File: config.mk
export PLATFORM = sky130hd
export DESIGN_NAME = mfm_byte_deframer_unit
export DESIGN_NICKNAME = d
export VERILOG_FILES = /design/src/design/mbd_pkg.sv /design/src/design/mfm_byte_deframer_unit.sv /design/src/design/mbd_csr.sv /design/src/design/mbd_core.sv
export SDC_FILE = /design/constraint.sdc
export NUM_CORES = 1
export LEC_CHECK = 0
export BUFFER_PORTS_ARGS = -buffer_cell sky130_fd_sc_hd__buf_2
export CAP_MARGIN = 10
export CORE_MARGIN = 2
export CORE_UTILIZATION = 65
export CTS_BUF_LIST = sky130_fd_sc_hd__clkbuf_2 sky130_fd_sc_hd__clkbuf_4 sky130_fd_sc_hd__clkbuf_8
export CTS_CLUSTER_SIZE = 10
export DETAILED_ROUTE_END_ITERATION = 6
export PLACE_DENSITY = 0.87
export SLEW_MARGIN = 10
export SYNTH_ARGS = -nofsm -noshare
export SYNTH_HDL_FRONTEND = slang
export SYNTH_SLANG_ARGS = --single-unit
File: constraint.sdc
create_clock -name clock -period 7.36 [get_ports clock]
set_input_delay 0.736 -clock clock [delete_from_list [all_inputs] [get_ports clock]]
set_output_delay 0.736 -clock clock [all_outputs]
set_load 0.1 [all_outputs]
File: src/design/mbd_pkg.sv
// ----------------------------------------------------------------------------
// mbd_pkg: shared types and constants of the MFM byte deframer
// Register indexes, mark codes, configuration bundle, request and result items.
// ----------------------------------------------------------------------------
package mbd_pkg;

   localparam int unsigned CELLS_PER_BYTE = 16;
   localparam int unsigned COUNT_W        = 5;
   localparam int unsigned HIST_W         = 64;
   localparam int unsigned MARK_W         = 16;
   localparam int unsigned CSR_INDEX_W    = 8;
   localparam int unsigned CSR_DATA_W     = 64;

   typedef enum logic [CSR_INDEX_W-1:0] {
      CSR_MARK_A1 = 8'd0,
      CSR_MARK_C2 = 8'd1,
      CSR_MARK_14 = 8'd2,
      CSR_MARK_28 = 8'd3,
      CSR_SYNC    = 8'd4
   } csr_index_type;

   localparam logic [7:0] MARK_CODE_14 = 8'h14;
   localparam logic [7:0] MARK_CODE_28 = 8'h28;
   localparam logic [7:0] MARK_CODE_A1 = 8'ha1;
   localparam logic [7:0] MARK_CODE_C2 = 8'hc2;

   localparam logic [MARK_W-1:0] MARK_A1_RESET = 16'h4489;
   localparam logic [MARK_W-1:0] MARK_C2_RESET = 16'h5224;
   localparam logic [MARK_W-1:0] MARK_14_RESET = 16'h2244;
   localparam logic [MARK_W-1:0] MARK_28_RESET = 16'h2912;
   localparam logic [HIST_W-1:0] SYNC_RESET    = 64'haaaa_aaaa_aaaa_aaaa;

   typedef struct packed {
      logic [MARK_W-1:0] mark_a1_pattern;
      logic [MARK_W-1:0] mark_c2_pattern;
      logic [MARK_W-1:0] mark_14_pattern;
      logic [MARK_W-1:0] mark_28_pattern;
      logic [HIST_W-1:0] sync_pattern;
   } cfg_type;

   typedef struct packed {
      logic skip_sync_detect;
      logic skip_mark_detect;
      logic cell_bit;
   } req_item_type;

   typedef struct packed {
      logic       pll_gain_high;
      logic       mark_found;
      logic [7:0] data_byte;
      logic       byte_done;
   } rsp_item_type;

endpackage

File: src/design/mfm_byte_deframer_unit.sv
// ----------------------------------------------------------------------------
// mfm_byte_deframer_unit: MFM byte deframer with missing-clock mark sync
// Takes one separated cell bit per request and reports per cell whether a
// byte or a missing-clock mark completed, with its value and the gain request.
//
// Request channel (req_): one cell bit with two detect-disable flags.
// Result channel (rsp_): exactly one result per request, in order.
// Configuration (csr_): index 0..4 selects A1, C2, 14, 28 and sync patterns;
//   csr_ready is always high, other indexes are dropped. Write only when idle.
// Path: request register, core logic, result register; rsp_ shows the registered result.
// Throughput: one request per cycle unless rsp_ stalls; history compare, mark
//   priority and count update are one pass of logic between the two registers.
// Reset: history, counter, decay and gain flags clear; patterns return to
//   their default mark and sync values; both channels come up empty.
// Stall: a held result keeps rsp_ stable; one more request is held in the
//   request register, after which req_tready drops until rsp_tready returns.
// ----------------------------------------------------------------------------
module mfm_byte_deframer_unit (
   input  logic        clock,
   input  logic        reset,
   input  logic        req_tvalid,
   output logic        req_tready,
   input  logic [7:0]  req_tdata,   // [0] cell_bit, [1] skip_mark_detect,
                                    // [2] skip_sync_detect, [7:3] zero
   output logic        rsp_tvalid,
   input  logic        rsp_tready,
   output logic [15:0] rsp_tdata,   // [7:0] data_byte, [8] pll_gain_high, [15:9] zero
   output logic [0:0]  rsp_tuser,   // [0] mark_found
   output logic        rsp_tlast,   // byte_done
   input  logic        csr_valid,
   output logic        csr_ready,
   input  logic [7:0]  csr_index,
   input  logic [63:0] csr_data
);

   mbd_pkg::cfg_type      cfg;
   mbd_pkg::req_item_type req_item_ff, req_item_in;
   mbd_pkg::rsp_item_type rsp_item_ff, rsp_item_in;
   mbd_pkg::rsp_item_type core_rsp;
   logic                  req_valid_ff, req_valid_in;
   logic                  rsp_valid_ff, rsp_valid_in;
   logic                  advance;

   mbd_csr u_csr (
      .clock     (clock),
      .reset     (reset),
      .csr_valid (csr_valid),
      .csr_ready (csr_ready),
      .csr_index (csr_index),
      .csr_data  (csr_data),
      .cfg       (cfg)
   );

   mbd_core u_core (
      .clock    (clock),
      .reset    (reset),
      .advance  (advance),
      .cfg      (cfg),
      .req_item (req_item_ff),
      .rsp_item (core_rsp)
   );

   always_comb begin
      advance    = req_valid_ff && (!rsp_valid_ff || rsp_tready);
      req_tready = !req_valid_ff || advance;

      req_valid_in = req_valid_ff;
      req_item_in  = req_item_ff;
      if (req_tready) begin
         req_valid_in = req_tvalid;
         req_item_in  = req_tdata[2:0];
      end

      rsp_valid_in = rsp_valid_ff;
      rsp_item_in  = rsp_item_ff;
      if (advance) begin
         rsp_valid_in = 1'b1;
         rsp_item_in  = core_rsp;
      end else if (rsp_tready) begin
         rsp_valid_in = 1'b0;
      end
   end

   always_ff @(posedge clock) begin
      if (reset) begin
         req_valid_ff <= 1'b0;
         rsp_valid_ff <= 1'b0;
      end else begin
         req_valid_ff <= req_valid_in;
         rsp_valid_ff <= rsp_valid_in;
      end
   end

   always_ff @(posedge clock) begin
      req_item_ff <= req_item_in;
      rsp_item_ff <= rsp_item_in;
   end

   assign rsp_tvalid   = rsp_valid_ff;
   assign rsp_tdata    = {7'd0, rsp_item_ff.pll_gain_high, rsp_item_ff.data_byte};
   assign rsp_tuser[0] = rsp_item_ff.mark_found;
   assign rsp_tlast    = rsp_item_ff.byte_done;

endmodule

File: src/design/mbd_csr.sv
// ----------------------------------------------------------------------------
// mbd_csr: configuration registers
// Holds the four mark patterns and the sync pattern; writes are always taken.
// ----------------------------------------------------------------------------
module mbd_csr (
   input  logic                                clock,
   input  logic                                reset,
   input  logic                                csr_valid,
   output logic                                csr_ready,
   input  logic [mbd_pkg::CSR_INDEX_W-1:0]     csr_index,
   input  logic [mbd_pkg::CSR_DATA_W-1:0]      csr_data,
   output mbd_pkg::cfg_type                    cfg
);

   mbd_pkg::cfg_type cfg_ff;
   mbd_pkg::cfg_type cfg_in;

   assign csr_ready = 1'b1;
   assign cfg       = cfg_ff;

   always_comb begin
      cfg_in = cfg_ff;
      if (csr_valid) begin
         unique case (csr_index)
            mbd_pkg::CSR_MARK_A1: begin
               cfg_in.mark_a1_pattern = csr_data[mbd_pkg::MARK_W-1:0];
            end
            mbd_pkg::CSR_MARK_C2: begin
               cfg_in.mark_c2_pattern = csr_data[mbd_pkg::MARK_W-1:0];
            end
            mbd_pkg::CSR_MARK_14: begin
               cfg_in.mark_14_pattern = csr_data[mbd_pkg::MARK_W-1:0];
            end
            mbd_pkg::CSR_MARK_28: begin
               cfg_in.mark_28_pattern = csr_data[mbd_pkg::MARK_W-1:0];
            end
            mbd_pkg::CSR_SYNC: begin
               cfg_in.sync_pattern = csr_data[mbd_pkg::HIST_W-1:0];
            end
            default: begin
               // drop writes beyond the register list
            end
         endcase
      end
   end

   always_ff @(posedge clock) begin
      if (reset) begin
         cfg_ff.mark_a1_pattern <= mbd_pkg::MARK_A1_RESET;
         cfg_ff.mark_c2_pattern <= mbd_pkg::MARK_C2_RESET;
         cfg_ff.mark_14_pattern <= mbd_pkg::MARK_14_RESET;
         cfg_ff.mark_28_pattern <= mbd_pkg::MARK_28_RESET;
         cfg_ff.sync_pattern    <= mbd_pkg::SYNC_RESET;
      end else begin
         cfg_ff <= cfg_in;
      end
   end

endmodule

File: src/design/mbd_core.sv
// ----------------------------------------------------------------------------
// mbd_core: cell history, byte counter and mark / sync detection
// Computes one result per cell from the held request and updates state on advance.
// ----------------------------------------------------------------------------
module mbd_core (
   input  logic                   clock,
   input  logic                   reset,
   input  logic                   advance,
   input  mbd_pkg::cfg_type       cfg,
   input  mbd_pkg::req_item_type  req_item,
   output mbd_pkg::rsp_item_type  rsp_item
);

   logic [mbd_pkg::HIST_W-1:0]  hist_ff,  hist_in;
   logic [mbd_pkg::COUNT_W-1:0] count_ff, count_in;
   logic                        a1_decay_ff, a1_decay_in;
   logic                        c2_decay_ff, c2_decay_in;
   logic                        gain_ff, gain_in;

   logic [mbd_pkg::HIST_W-1:0]  hist_next;
   logic [mbd_pkg::MARK_W-1:0]  low_old;
   logic [mbd_pkg::MARK_W-1:0]  low_new;
   logic [mbd_pkg::COUNT_W-1:0] count_step;
   logic [mbd_pkg::COUNT_W-1:0] count_sync;
   logic                        byte_start;
   logic                        even;
   logic                        mark_hit;
   logic [7:0]                  mark_code;
   logic [7:0]                  data_cells;

   always_comb begin
      byte_start  = (count_ff == '0);
      low_old     = hist_ff[mbd_pkg::MARK_W-1:0];
      a1_decay_in = byte_start ? (low_old == cfg.mark_14_pattern) : a1_decay_ff;
      c2_decay_in = byte_start ? (low_old == cfg.mark_28_pattern) : c2_decay_ff;

      hist_next  = {hist_ff[mbd_pkg::HIST_W-2:0], req_item.cell_bit};
      count_step = count_ff + mbd_pkg::COUNT_W'(1);
      low_new    = hist_next[mbd_pkg::MARK_W-1:0];
      even       = ~count_step[0];

      // data cells sit at even history positions, MSB at bit 14
      for (int i = 0; i < 8; i++) begin
         data_cells[i] = hist_next[2*i];
      end

      mark_hit  = 1'b0;
      mark_code = mbd_pkg::MARK_CODE_14;
      if (!req_item.skip_mark_detect) begin
         priority if (low_new == cfg.mark_14_pattern && even) begin
            mark_hit  = 1'b1;
            mark_code = mbd_pkg::MARK_CODE_14;
         end else if (low_new == cfg.mark_28_pattern && even) begin
            mark_hit  = 1'b1;
            mark_code = mbd_pkg::MARK_CODE_28;
         end else if (low_new == cfg.mark_a1_pattern && (even || a1_decay_in)) begin
            mark_hit  = 1'b1;
            mark_code = mbd_pkg::MARK_CODE_A1;
         end else if (low_new == cfg.mark_c2_pattern && (even || c2_decay_in)) begin
            mark_hit  = 1'b1;
            mark_code = mbd_pkg::MARK_CODE_C2;
         end else begin
            mark_hit  = 1'b0;
         end
      end

      hist_in    = hist_next;
      gain_in    = gain_ff;
      count_sync = count_step;
      rsp_item   = '0;

      if (mark_hit) begin
         // mark ends the byte; gain request holds
         count_in           = '0;
         rsp_item.byte_done  = 1'b1;
         rsp_item.data_byte  = mark_code;
         rsp_item.mark_found = 1'b1;
      end else begin
         if (!req_item.skip_sync_detect) begin
            if (hist_next == cfg.sync_pattern) begin
               // realign clock/data phase
               count_sync = {count_step[mbd_pkg::COUNT_W-1:1], 1'b0};
               gain_in    = 1'b1;
            end else begin
               gain_in = 1'b0;
            end
         end
         if (count_sync >= mbd_pkg::COUNT_W'(mbd_pkg::CELLS_PER_BYTE)) begin
            count_in           = '0;
            rsp_item.byte_done = 1'b1;
            rsp_item.data_byte = data_cells;
         end else begin
            count_in = count_sync;
         end
      end
      rsp_item.pll_gain_high = gain_in;
   end

   always_ff @(posedge clock) begin
      if (reset) begin
         hist_ff     <= '0;
         count_ff    <= '0;
         a1_decay_ff <= 1'b0;
         c2_decay_ff <= 1'b0;
         gain_ff     <= 1'b0;
      end else if (advance) begin
         hist_ff     <= hist_in;
         count_ff    <= count_in;
         a1_decay_ff <= a1_decay_in;
         c2_decay_ff <= c2_decay_in;
         gain_ff     <= gain_in;
      end
   end

`ifndef NO_ASSERTIONS
   a_count_range: assert property (@(posedge clock) disable iff (reset)
      count_ff < mbd_pkg::COUNT_W'(mbd_pkg::CELLS_PER_BYTE))
      else $error("cell count left the byte range");

   a_done_clears_count: assert property (@(posedge clock) disable iff (reset)
      advance && rsp_item.byte_done |=> count_ff == '0)
      else $error("cell count not cleared after a finished byte");

   a_hold_when_stalled: assert property (@(posedge clock) disable iff (reset)
      !advance |=> $stable(hist_ff) && $stable(count_ff) && $stable(gain_ff))
      else $error("state changed without an advancing request");

   a_mark_keeps_gain: assert property (@(posedge clock) disable iff (reset)
      advance && rsp_item.mark_found |=> gain_ff == $past(gain_ff))
      else $error("gain request changed on a mark");
`endif

endmodule

# Word-level counts from Yosys, hierarchy flattened
# Index checks and enable logic that the tools add are counted.
[word_totals]
regBits = 215
output_inout_bits = 21
input_bits = 85
[classes]
n_bitwise = 1
magnitude_cmp = 1
eq_ne = 11
add_sub_neg = 1
muxes = 25
n_reduce_logical = 19
[op_table]
columns = ["operator", "count"]
rows = [
  ["equality test 16 bit", 6],
  ["equality test 64 bit", 1],
  ["2-to-1 mux 8 bit", 5],
  ["2-to-1 mux 9 bit", 2],
  ["equality test 8 x 2 -> 1 bit (second input constant)", 2],
  ["2-to-1 mux 1 bit", 15],
  ["2-to-1 mux 5 bit", 3],
  ["AND reduction 2 bit", 5],
  ["equality test 8 x 1 -> 1 bit (second input constant)", 1],
  ["equality test 8 x 3 -> 1 bit (second input constant)", 1],
  ["zero test 8 bit", 1],
  ["adder 5 x 1 -> 5 bit (second input constant)", 1],
  ["greater-or-equal comparator 5 bit (second input constant)", 1],
  ["logical AND 1 bit", 5],
  ["zero test 5 bit", 1],
  ["logical OR 1 bit", 4],
  ["zero test 1 bit", 2],
  ["nonzero test 2 bit", 1],
  ["inverter 1 bit", 1],
]

# Logic depth before layout (Yosys ltp)
[logic_depth]
word_depth = 13
ltp_mapped = 11

# By module
# Synthesis repeated with hierarchy kept, for this count alone.
[unflattened]
cells_unflattened = 1083
hier_area_um2 = 10774.1
[by_module_without_submodules]
columns = ["mod", "n_inst", "cells_per_inst", "area_each_um2"]
rows = [
  ["mbd_csr", 1, 518, 5298.8],
  ["mbd_core", 1, 534, 4904.7],
  ["mfm_byte_deframer_unit", 1, 31, 570.5],
]

# Worst setup path before layout
# No wires, ideal clock.
[synth_timing]
kind = "register to output"
start = "register rsp_valid_ff, in the netlist rsp_tvalid"
end = "output port req_tready"
n_path_buf = 0
t_required_ns = 6.624
path_slack_ns = 4.776
stages_incl_launch_ff = 3
t_arrival_ns = 1.848
cell_sequence = "dfxtp_1 -> nor2b_1 -> nand2_1"
[synth_via]
elab_chain_cells = 4
[synth_rtl]
columns = ["item", "line_no", "rtl"]
rows = [
  ["start, declared", "mfm_byte_deframer_unit.sv:41", "logic rsp_valid_ff, rsp_valid_in;"],
  ["start signal, assigned", "mfm_byte_deframer_unit.sv:90", "rsp_valid_ff <= rsp_valid_in;"],
  ["zero test 1 bit", "mfm_byte_deframer_unit.sv:64", "advance = req_valid_ff && (!rsp_valid_ff || rsp_tready);"],
  ["logical OR 1 bit", "mfm_byte_deframer_unit.sv:64", ""],
  ["logical AND 1 bit", "mfm_byte_deframer_unit.sv:64", ""],
  ["logical OR 1 bit", "mfm_byte_deframer_unit.sv:65", "req_tready = !req_valid_ff || advance;"],
  ["end, declared", "mfm_byte_deframer_unit.sv:22", "output logic req_tready,"],
]
# Every way passes these cells.

==> flow_summary.yaml <==
synth:
  synth_seq_area_share_pct: 45.7
  synth_edf_count: 14
  synth_top_area_share_pct: 41.4
  ys_warn_count: 0
  async_flop_share_pct: 0
  synthCells: 1176
  netlist-cell-type-count: 50
  synth_seq_cells: 215
  syn_area_sq_um: 9730
  synth_most_common_cell: "nand2_1"
  ys_top_cells_by_count: "341 x nand2_1, 201 x dfxtp_1, 126 x a21oi_1, 85 x xor2_1, 63 x xnor2_1"
  avgSynthCellArea_sq_um: 8.27
  synth_ff_type: "dfxtp_1"
  synth_top_area_cell: "dfxtp_1"
  synthTopCellsByArea: "dfxtp_1 41%, nand2_1 13%, xor2_1 7.7%"
sta:
  worst_slew_pin_slew_ns: 1.20
  setup_ws_ns: 4.41
  rsz0062_at_grt: "no"
  fin_crit_ns: 2.95
  fin_tns_setup_ns: 0
  max_freq_ghz: 0.339
  finClkSkew_ns: 0.0219
  timing.final.crit_share_pct: 40.0
  hold_viol: 0
  setup_violations: 0
  slew_viol_final: 0
  slew_headroom_pct: 19.7
floorplanning:
  fp.dieW_microns: 126
  row_count: 44
  die_h_microns: 126
  ios: 106
  core_area_sq_um: 14600
  dieArea_sq_um: 16000
  initial_core_util_pct: 66.7
power_and_ir_drop:
  p_leak_nw: 4.35
  switching_share_pct: 24.0
  intPower_mw: 1.84
  switchingPower_uw: 582
  vdd_drop_max_v: 0.000157
  p_comb_share_pct: 5.3
  seqPwrFrac_pct: 49.1
  fin_total_pwr_mw: 2.42
  p_clk_share_pct: 45.7
  p_per_area_nw_per_um2: 222
hold_path:
  hold_class: "in -> reg"
clock_tree:
  cts_tree: "done"
  cts_buffers: 35
  postCtsSetupBuffers: 0
  clk_latency_ns: 0.53
  path_clk_slew_ns: 0.06
  cts_resized: 0
  hold_buffers: 0
  clockBufferDepth: 3
  cts_sinks: 215
  ctsRootBufferMaster: "clkbuf_8"
  cts_htree_levels: 2
place:
  hpwl_microns: 16200
  placed_cell_area_sq_um: 10100
  gp_congestion: 0.891
  portBuffers: 92
  dp_slack_ns: 4.42
layout:
  fillers: 1034
  layout.nets: 1319
  syn2layout_area_growth_pct: 12.0
  fin_util_pct: 74.7
  diodes: 0
  drive_gt1_share_pct: 13.9
  fin_area_sq_um: 10900
setup_path:
  crit_required_ns: 7.64
  start_kind: "flip-flop"
  critPathArrivalTime_ns: 3.22
  critPathMaxFanout: 10
  critPathKind: "reg -> reg"
  cp-end-kind: "flip-flop"
global_routing:
  grt_pass1_wl_microns: 40500
  antenna_found_initial: 0
  track_usage_pct: 31.7
  first_global_vias: 8132
  grt_overflow: 0
  grt_max_degree: 122
status:
  outcome: "completed"
drt:
  drt_wl_total_microns: 25400
  wl_per_cell_microns: 17.6
  dr.pass1.iters: 5
  viasPerCell: 5.87
  drtAntennaViolNets: 0
  vias: 8476
  drc: 0
  initialDrtViolationCount: 972
flow_run:
  cap_violations: 0
[power groups by stage]
| stage | clock (mW) | sequential, mW | combinational (mW) |
|---|---|---|---|
| finish | 1.11 | 1.19 | 0.127 |
| global route | 1.17 | 1.19 | 0.133 |
| CTS | 1.11 | 1.19 | 0.125 |
| detailed placement | 0 | 1.21 | 0.125 |
| global placement | 0 | 1.21 | 0.123 |
| floorplan | 0 | 1.23 | 0.0695 |
[cell families after synthesis]
group	after synthesis	synth area share (%)
adder cells (fa/ha/maj)	2	0.257
AO/OA/AOI/OAI	159	9.38
buffers and inverters	105	4.64
XOR/XNOR	148	13.3
multiplexers	33	3.41
flip-flops	215	45.7
other	2	0.0772
AND/OR/NAND/NOR	512	23.2
[sequential cells by signal (all words and copies together) (netlist names)]
| register | cells |
|---|---|
| req_valid_ff | 1 |
| rsp_tvalid | 1 |
| u_core.a1_decay_ff | 1 |
| u_core.gain_ff | 1 |
| u_core.count_ff | 5 |
| rsp_tuser | 1 |
| u_core.hist_ff | 63 |
| rsp_tdata | 9 |
| u_core.c2_decay_ff | 1 |
| req_item_ff | 3 |
| u_csr.cfg | 128 |
| rsp_tlast | 1 |
[worst max-delay path: stages, from the launching register on]
cell and delay, ns:
dfxtp_1 0.78, xnor2_1 0.19, nand4_1 0.14, nor4_1 0.66
o21a_2 0.32, a221oi_4 0.13, and2b_4 0.22, a22o_2 0.25
[stage by stage]
step | hold WS (ns) | cells
after detailed placement | 0.457 | 1379
after global placement | 0.446 | 1379
after CTS | 0.382 | 1443
final | 0.395 | 1443
after global routing | 0.383 | 1443
after floorplan | 0.436 | 1182
[final timing paths]
check	slack [ns]	cells past startpoint	startpoint	endpoint
max	4.41	7	u_core.hist_ff[3]	rsp_tdata[0]
min	0.39	1	req_tdata[2]	req_item_ff[2]
max reg2reg	4.41	7	u_core.hist_ff[3]	rsp_tdata[0]
min reg2reg	0.46	2	u_csr.cfg[60]	u_csr.cfg[60]
[layout by cell type, fill, tap and decap left out, types with 14 or more instances in the layout]
| master | synthesis | layout |
|---|---|---|
| clkbuf_8 | 0 | 48 |
| nand2_1 | 341 | 341 |
| dfxtp_1 | 201 | 201 |
| buf_2 | 19 | 91 |
| inv_1 | 17 | 17 |
| a21oi_1 | 126 | 126 |
| nand3b_1 | 25 | 25 |
| xnor2_1 | 63 | 63 |
| xor2_1 | 85 | 85 |
| nor2_1 | 43 | 43 |
| nand4_1 | 29 | 29 |
| edfxtp_1 | 14 | 14 |
| nor4_1 | 27 | 27 |
| nand3_1 | 23 | 23 |
| mux2i_1 | 32 | 32 |
[layout make-up]
| cell class | count | area, sq um | area share, % |
|---|---|---|---|
| clock buffers | 57 | 728 | 6.68 |
| flip-flops and latches | 215 | 4440 | 40.8 |
| well taps | 184 | 230 | 2.11 |
| repair buffers | 99 | 515 | 4.73 |
| clock inverters | 7 | 43.8 | 0.402 |
| inverters | 19 | 71.3 | 0.655 |
| multi-input cells | 862 | 4860 | 44.6 |
[routing by layer]
layer  vias up  routed length (microns)  GRT usage, %
met5         -                        0             0
met2       398                    11900          51.7
met1      3975                    10000          41.0
met3       108                     2390          6.12
met4         0                     1100          14.9
li1       3995                        -             -
Note: power is estimated with default switching activity, not from simulation.
